===== src/rtl/rtq_pkg.sv =====
// Shared types, candidate counts and level helpers of the RGB888 to RGB565 quantizer.
// Depends on nothing; the top level, rtq_front, rtq_cost and rtq_select import it.
package rtq_pkg;

    localparam int NR      = 3;        // red candidates, offsets -1..+1
    localparam int NG      = 5;        // green candidates, offsets -2..+2
    localparam int NB      = 3;        // blue candidates, offsets -1..+1
    localparam int NGRP    = NR * NG;  // red/green groups
    localparam int NC      = NGRP * NB;
    localparam int RED_OFS = 1;
    localparam int GRN_OFS = 2;
    localparam int BLU_OFS = 1;

    typedef logic signed [8:0]  t_err;   // expanded level minus input
    typedef logic signed [10:0] t_sum;   // sum of three errors
    typedef logic [17:0]        t_sq4;   // four times a squared error
    typedef logic [19:0]        t_cost;  // cost scaled down by nine
    typedef logic [4:0]         t_lvl5;
    typedef logic [5:0]         t_lvl6;

    typedef struct packed {
        t_lvl5 [NR-1:0] red;
        t_lvl6 [NG-1:0] green;
        t_lvl5 [NB-1:0] blue;
        logic  [NR-1:0] red_ok;
        logic  [NG-1:0] green_ok;
        logic  [NB-1:0] blue_ok;
    } t_cand;

    // Nearest 5-bit level: (v*31+127)/255, quotient by x>>8 and one correction.
    function automatic t_lvl5 round5(input logic [7:0] v);
        logic [12:0] x;
        logic [4:0]  q;
        logic [8:0]  rem;
        x   = 13'(v) * 13'd31 + 13'd127;
        q   = x[12:8];
        rem = {1'b0, x[7:0]} + {4'b0000, q};
        if (rem >= 9'd255) begin
            q = q + 5'd1;
        end
        return q;
    endfunction

    // Nearest 6-bit level: (v*63+127)/255.
    function automatic t_lvl6 round6(input logic [7:0] v);
        logic [13:0] x;
        logic [5:0]  q;
        logic [8:0]  rem;
        x   = 14'(v) * 14'd63 + 14'd127;
        q   = x[13:8];
        rem = {1'b0, x[7:0]} + {3'b000, q};
        if (rem >= 9'd255) begin
            q = q + 6'd1;
        end
        return q;
    endfunction

    function automatic logic [7:0] expand5(input t_lvl5 l);
        return {l, l[4:2]};
    endfunction

    function automatic logic [7:0] expand6(input t_lvl6 l);
        return {l, l[5:4]};
    endfunction

endpackage


===== src/rtl/rtq_select.sv =====
// Selection stages: registered minimum tree over blue, then green, then red offsets.
// A later candidate wins only on a strictly lower cost, so ties keep loop order. Uses rtq_pkg.
module rtq_select import rtq_pkg::*; (
    input  logic          i_clk,
    input  logic          i_rst_n,
    input  logic          i_vld,
    output logic          o_rdy,
    input  t_cand         i_cand,
    input  t_cost         i_cost [NC],
    input  logic [NC-1:0] i_ok,
    output logic          o_vld,
    input  logic          i_rdy,
    output t_lvl5         o_red,
    output t_lvl6         o_grn,
    output t_lvl5         o_blu
);

    logic            r_s5_vld;
    t_cand           r_cand5;
    t_cost           r_g_cost [NGRP];
    t_lvl5           r_g_blu  [NGRP];
    logic [NGRP-1:0] r_g_ok;

    logic            r_s6_vld;
    t_cand           r_cand6;
    t_cost           r_r_cost [NR];
    t_lvl6           r_r_grn  [NR];
    t_lvl5           r_r_blu  [NR];
    logic [NR-1:0]   r_r_ok;

    logic            r_s7_vld;
    t_lvl5           r_red;
    t_lvl6           r_grn;
    t_lvl5           r_blu;

    t_cost           n_g_cost [NGRP];
    t_lvl5           n_g_blu  [NGRP];
    logic [NGRP-1:0] n_g_ok;
    t_cost           n_r_cost [NR];
    t_lvl6           n_r_grn  [NR];
    t_lvl5           n_r_blu  [NR];
    logic [NR-1:0]   n_r_ok;
    t_lvl5           n_red;
    t_lvl6           n_grn;
    t_lvl5           n_blu;

    logic            s5_ce;
    logic            s6_ce;
    logic            s7_ce;

    assign s7_ce = !r_s7_vld || i_rdy;
    assign s6_ce = !r_s6_vld || s7_ce;
    assign s5_ce = !r_s5_vld || s6_ce;
    assign o_rdy = s5_ce;

    // Best blue offset within each red/green group.
    always_comb begin
        for (int g = 0; g < NGRP; g++) begin
            n_g_cost[g] = '0;
            n_g_blu[g]  = '0;
            n_g_ok[g]   = 1'b0;
            for (int k = 0; k < NB; k++) begin
                if (i_ok[g * NB + k] && (!n_g_ok[g] || i_cost[g * NB + k] < n_g_cost[g])) begin
                    n_g_ok[g]   = 1'b1;
                    n_g_cost[g] = i_cost[g * NB + k];
                    n_g_blu[g]  = i_cand.blue[k];
                end
            end
        end
    end

    // Best green offset for each red offset.
    always_comb begin
        for (int i = 0; i < NR; i++) begin
            n_r_cost[i] = '0;
            n_r_grn[i]  = '0;
            n_r_blu[i]  = '0;
            n_r_ok[i]   = 1'b0;
            for (int j = 0; j < NG; j++) begin
                if (r_g_ok[i * NG + j] &&
                    (!n_r_ok[i] || r_g_cost[i * NG + j] < n_r_cost[i])) begin
                    n_r_ok[i]   = 1'b1;
                    n_r_cost[i] = r_g_cost[i * NG + j];
                    n_r_grn[i]  = r_cand5.green[j];
                    n_r_blu[i]  = r_g_blu[i * NG + j];
                end
            end
        end
    end

    // Best red offset; the rounded center is always in range, so one wins.
    always_comb begin
        t_cost best;
        logic  have;
        best  = '0;
        have  = 1'b0;
        n_red = '0;
        n_grn = '0;
        n_blu = '0;
        for (int i = 0; i < NR; i++) begin
            if (r_r_ok[i] && (!have || r_r_cost[i] < best)) begin
                have  = 1'b1;
                best  = r_r_cost[i];
                n_red = r_cand6.red[i];
                n_grn = r_r_grn[i];
                n_blu = r_r_blu[i];
            end
        end
    end

    always_ff @(posedge i_clk) begin
        if (!i_rst_n) begin
            r_s5_vld <= 1'b0;
            r_s6_vld <= 1'b0;
            r_s7_vld <= 1'b0;
        end else begin
            if (s5_ce) begin
                r_s5_vld <= i_vld;
            end
            if (s6_ce) begin
                r_s6_vld <= r_s5_vld;
            end
            if (s7_ce) begin
                r_s7_vld <= r_s6_vld;
            end
        end
    end

    always_ff @(posedge i_clk) begin
        if (s5_ce) begin
            r_cand5  <= i_cand;
            r_g_cost <= n_g_cost;
            r_g_blu  <= n_g_blu;
            r_g_ok   <= n_g_ok;
        end
        if (s6_ce) begin
            r_cand6  <= r_cand5;
            r_r_cost <= n_r_cost;
            r_r_grn  <= n_r_grn;
            r_r_blu  <= n_r_blu;
            r_r_ok   <= n_r_ok;
        end
        if (s7_ce) begin
            r_red <= n_red;
            r_grn <= n_grn;
            r_blu <= n_blu;
        end
    end

    assign o_vld = r_s7_vld;
    assign o_red = r_red;
    assign o_grn = r_grn;
    assign o_blu = r_blu;

endmodule


===== config.mk =====
export PLATFORM = sky130hd
export DESIGN_NAME = rtq_select
export DESIGN_NICKNAME = d
export VERILOG_FILES = /design/src/rtl/rtq_pkg.sv /design/src/rtl/rtq_select.sv
export SDC_FILE = /design/constraint.sdc
export NUM_CORES = 2
export LEC_CHECK = 0
export ABC_AREA = 1
export BUFFER_PORTS_ARGS = -buffer_cell sky130_fd_sc_hd__buf_2
export CAP_MARGIN = 20
export CORE_ASPECT_RATIO = 0.6
export CORE_MARGIN = 2
export CORE_UTILIZATION = 35
export DETAILED_ROUTE_END_ITERATION = 10
export GPL_ROUTABILITY_DRIVEN = 0
export GPL_TIMING_DRIVEN = 0
export PLACE_DENSITY = 0.52
export RECOVER_POWER = 50
export SYNTH_ARGS = -nofsm -noshare
export SYNTH_HDL_FRONTEND = slang
export SYNTH_SLANG_ARGS = --single-unit

===== constraint.sdc =====
create_clock -name i_clk -period 17.45 [get_ports i_clk]
set_input_delay 1.745 -clock i_clk [delete_from_list [all_inputs] [get_ports i_clk]]
set_output_delay 1.745 -clock i_clk [all_outputs]
set_load 0.02 [all_outputs]

==> results.cfg <==
[routing]
vias = 50760
first_pass_iters = 5
wl_mm = 203.7
drtIter0Drc = 4498
ant_nets = 0
drc = 0
post_drt_wl_per_cell_um = 21.36
viasPerCell = 5.321

[yosys]
yosysMostFrequentCell = nand2_1
postSynthCellCount = 6452
ys_seq_area_frac = 0.3386
syn_area_um2 = 50020
synth_nets = 8308
ys_types = 48
synth_warnings = 0
synth_edf_count = 562
yosysTopAreaCell = edfxtp_1
ys_ff_latch = 565
synthDominantCellAreaShare = 0.3374
async_reset_ff_frac = 0
synth.avg_cell_area_um2 = 7.753
ys_top_cells_by_count = 1,854 x nand2_1, 836 x ha_1, 717 x o21ai_0
netlist_top_cells_area = edfxtp_1 34%, ha_1 21%, nand2_1 14%
synth_flop_cell = edfxtp_1

[global_route]
grt_pass1_vias = 47720
antenna_found_initial = 84
grt_max_degree = 69
grt_util_all_layers = 0.2667
grt_pass1_wl_mm = 296.7
grt_overflow = 0

[timing]
hold_viol_final = 0
finalCritPeriodShare = 0.6235
skew_ns = 0.02490
drv_slew = 539
rsz0062_at_grt = false
relSlewSlack = -1.459
holdWs_ns = 0.4196
setup_ws_ns = 6.571
final.min_clock_period_ns = 10.88
fmax_mhz = 91.92
setup_viol = 0
tightest_slew_ns = 3.688

[job]
cap_violations = 9

[worst_setup_path]
startpoint = r_g_ok[10]$_SDFFCE_PP1P_
r2r_slack_ns = 6.57
regToRegEndpoint = r_r_blu[3]$_DFFE_PP_
cp_max_fo = 10
r2r_cells = 53
worstPathArrival_ns = 11.31
endpoint = r_r_blu[3]$_DFFE_PP_
critPathSlowestCell = o21ai_0
cp_common_cell = nand2_1
critPathCaptureType = flip-flop
path_class = flip-flop to flip-flop
required_ns = 17.88
reg2reg_from = r_g_ok[10]$_SDFFCE_PP1P_
max_stage_delay_ns = 0.93
start_kind = flip-flop

[clock_network]
cts.htree.levels = 2
cts_tree = done
clock-sinks = 565
cts_made_buffers = 58
clkLatencyLatePin_ns = 0.68
cts_setup_buffers = 0
cts-root-buf = clkbuf_16
path_clk_slew_ns = 0.07
ctsResizeCount = 0
cts_buffer_depth = 3
postCtsHoldBufs = 0

[place]
dp_slack_ns = 6.928
port_buffers = 1008
dp_hpwl_mm = 172.9

[floorplan]
die_y_um = 296.8
floorplan.initialDensity = 0.3525
design.die.area_um2 = 146100
core_area_um2 = 141900
die_x_um = 492.1
row_count = 107
boundaryPins = 1038

[finish]
area_growth_pct = 18.95
fin_nets = 9388
drive_gt1_frac = 0.1561

[power_and_ir_drop]
total_power_mw = 7.649
peakVddDrop_mv = 0.09934
power-per-cell-area_nw_per_um2 = 128.6
leakage_nw = 28.40

[min_path]
min-delay-path-class = flip-flop to flip-flop

[status]
status = finished, violations left
violations = max-capacitance violations, max-slew violations
## layer usage
layer / track usage / routed length, um / part of all wire / vias up
li1: - / - / - / 24960
met1: 0.3952 / 97820 / 0.48 / 23730
met2: 0.3888 / 84730 / 0.42 / 1782
met3: 0.06201 / 16760 / 0.082 / 257
met4: 0.06120 / 4256 / 0.021 / 24
met5: 0 / 161 / 0.00079 / -
## logic make-up (layout without fill, tap and decap cells)
kind of cell | count (synthesis) | count (layout) | synth area share
compound gates | 1642 | 1642 | 0.1766
fa+ha+maj | 836 | 836 | 0.2091
buf+inv | 652 | 1779 | 0.05248
flops | 565 | 565 | 0.3386
other cells | 0 | 54 | 0
simple gates | 2757 | 2757 | 0.2232
## registers in the layout, indices dropped and copies added, names as in the netlist, 15 cells and up
register / count
r_r_blu: 15
r_cand5: 45
r_g_blu: 75
r_g_cost: 300
r_g_ok: 15
r_r_grn: 18
r_cand6: 15
r_r_cost: 60
## layout by cell type (no fill, tap or decap), types with 4 or more instances in the layout
master	n
a2111oi_0	5
a211oi_1	29
a21o_1	11
a21oi_1	645
a221oi_1	4
a31oi_1	19
buf_1	22
buf_2	1035
buf_4	13
buf_6	9
bufinv_16	4
clkbuf_1	280
clkbuf_16	58
clkinv_1	8
clkinv_2	7
clkinvlp_4	12
diode_2	54
edfxtp_1	562
ha_1	836
inv_1	319
nand2_1	1854
nand2_2	16
nand3_1	350
nand4_1	66
nor2_1	398
nor3_1	30
nor4_1	17
o2111ai_1	4
o211ai_1	96
o21a_1	23
o21ai_0	717
o21ai_1	42
o221ai_1	18
o22ai_1	4
o31ai_1	15
or2_2	10
## through the flow
step,instance area (um2),cells,util,TNS (ns)
after floorplan,50020,6452,-,0
after global placement,57450,9367,0.4048,-475.79
after detailed placement,57680,9375,0.4065,0
after CTS,59560,9482,0.4197,0
after global routing,59470,9530,0.4191,0
final,59500,9540,0.4193,0
## power breakdown
| part | total, mW | internal, mW | leakage [nW] | switching (mW) |
|---|---|---|---|---|
| clock network | 1.28 | 0.687 | 0.881 | 0.591 |
| registers | 2.12 | 1.93 | 6.03 | 0.184 |
| logic | 4.26 | 1.36 | 21.5 | 2.89 |
| total | 7.65 | 3.98 | 28.4 | 3.67 |
## worst min-delay path by stage
stage,startpoint,to,slack (ns),cells after the start
floorplan,r_cand5[56]$_DFFE_PP_,r_cand6[56]$_DFFE_PP_,0.40,0
global placement,r_cand5[63]$_DFFE_PP_,r_cand6[63]$_DFFE_PP_,0.40,0
detailed placement,r_cand5[62]$_DFFE_PP_,r_cand6[62]$_DFFE_PP_,0.40,0
CTS,r_cand5[62]$_DFFE_PP_,r_cand6[62]$_DFFE_PP_,0.42,0
global route,r_cand5[68]$_DFFE_PP_,r_cand6[68]$_DFFE_PP_,0.43,0
finish,r_cand5[68]$_DFFE_PP_,r_cand6[68]$_DFFE_PP_,0.42,0
## cell type report
cell class / count / area [um2]
Antenna cell: 54 / 135.1
Tap cell: 1907 / 2386
Clock buffer: 71 / 1530
Inverter: 320 / 1202
Multi-Input combinational cell: 5235 / 30460
Timing Repair Buffer: 1020 / 5081
Sequential cell: 565 / 16940
Clock inverter: 36 / 351.6
Buffer: 332 / 1416
Fill cell: 14750 / 82410
## critical path, delay by kind of cell, from the launching register on
family / cells / cell delay (ns)
buf+inv: 12 / 2.58
compound gates: 13 / 3.75
simple gates: 24 / 2.48
flops: 1 / 0.33
fa+ha+maj: 4 / 1.47
No activity file was read; power rests on OpenSTA's default activity.
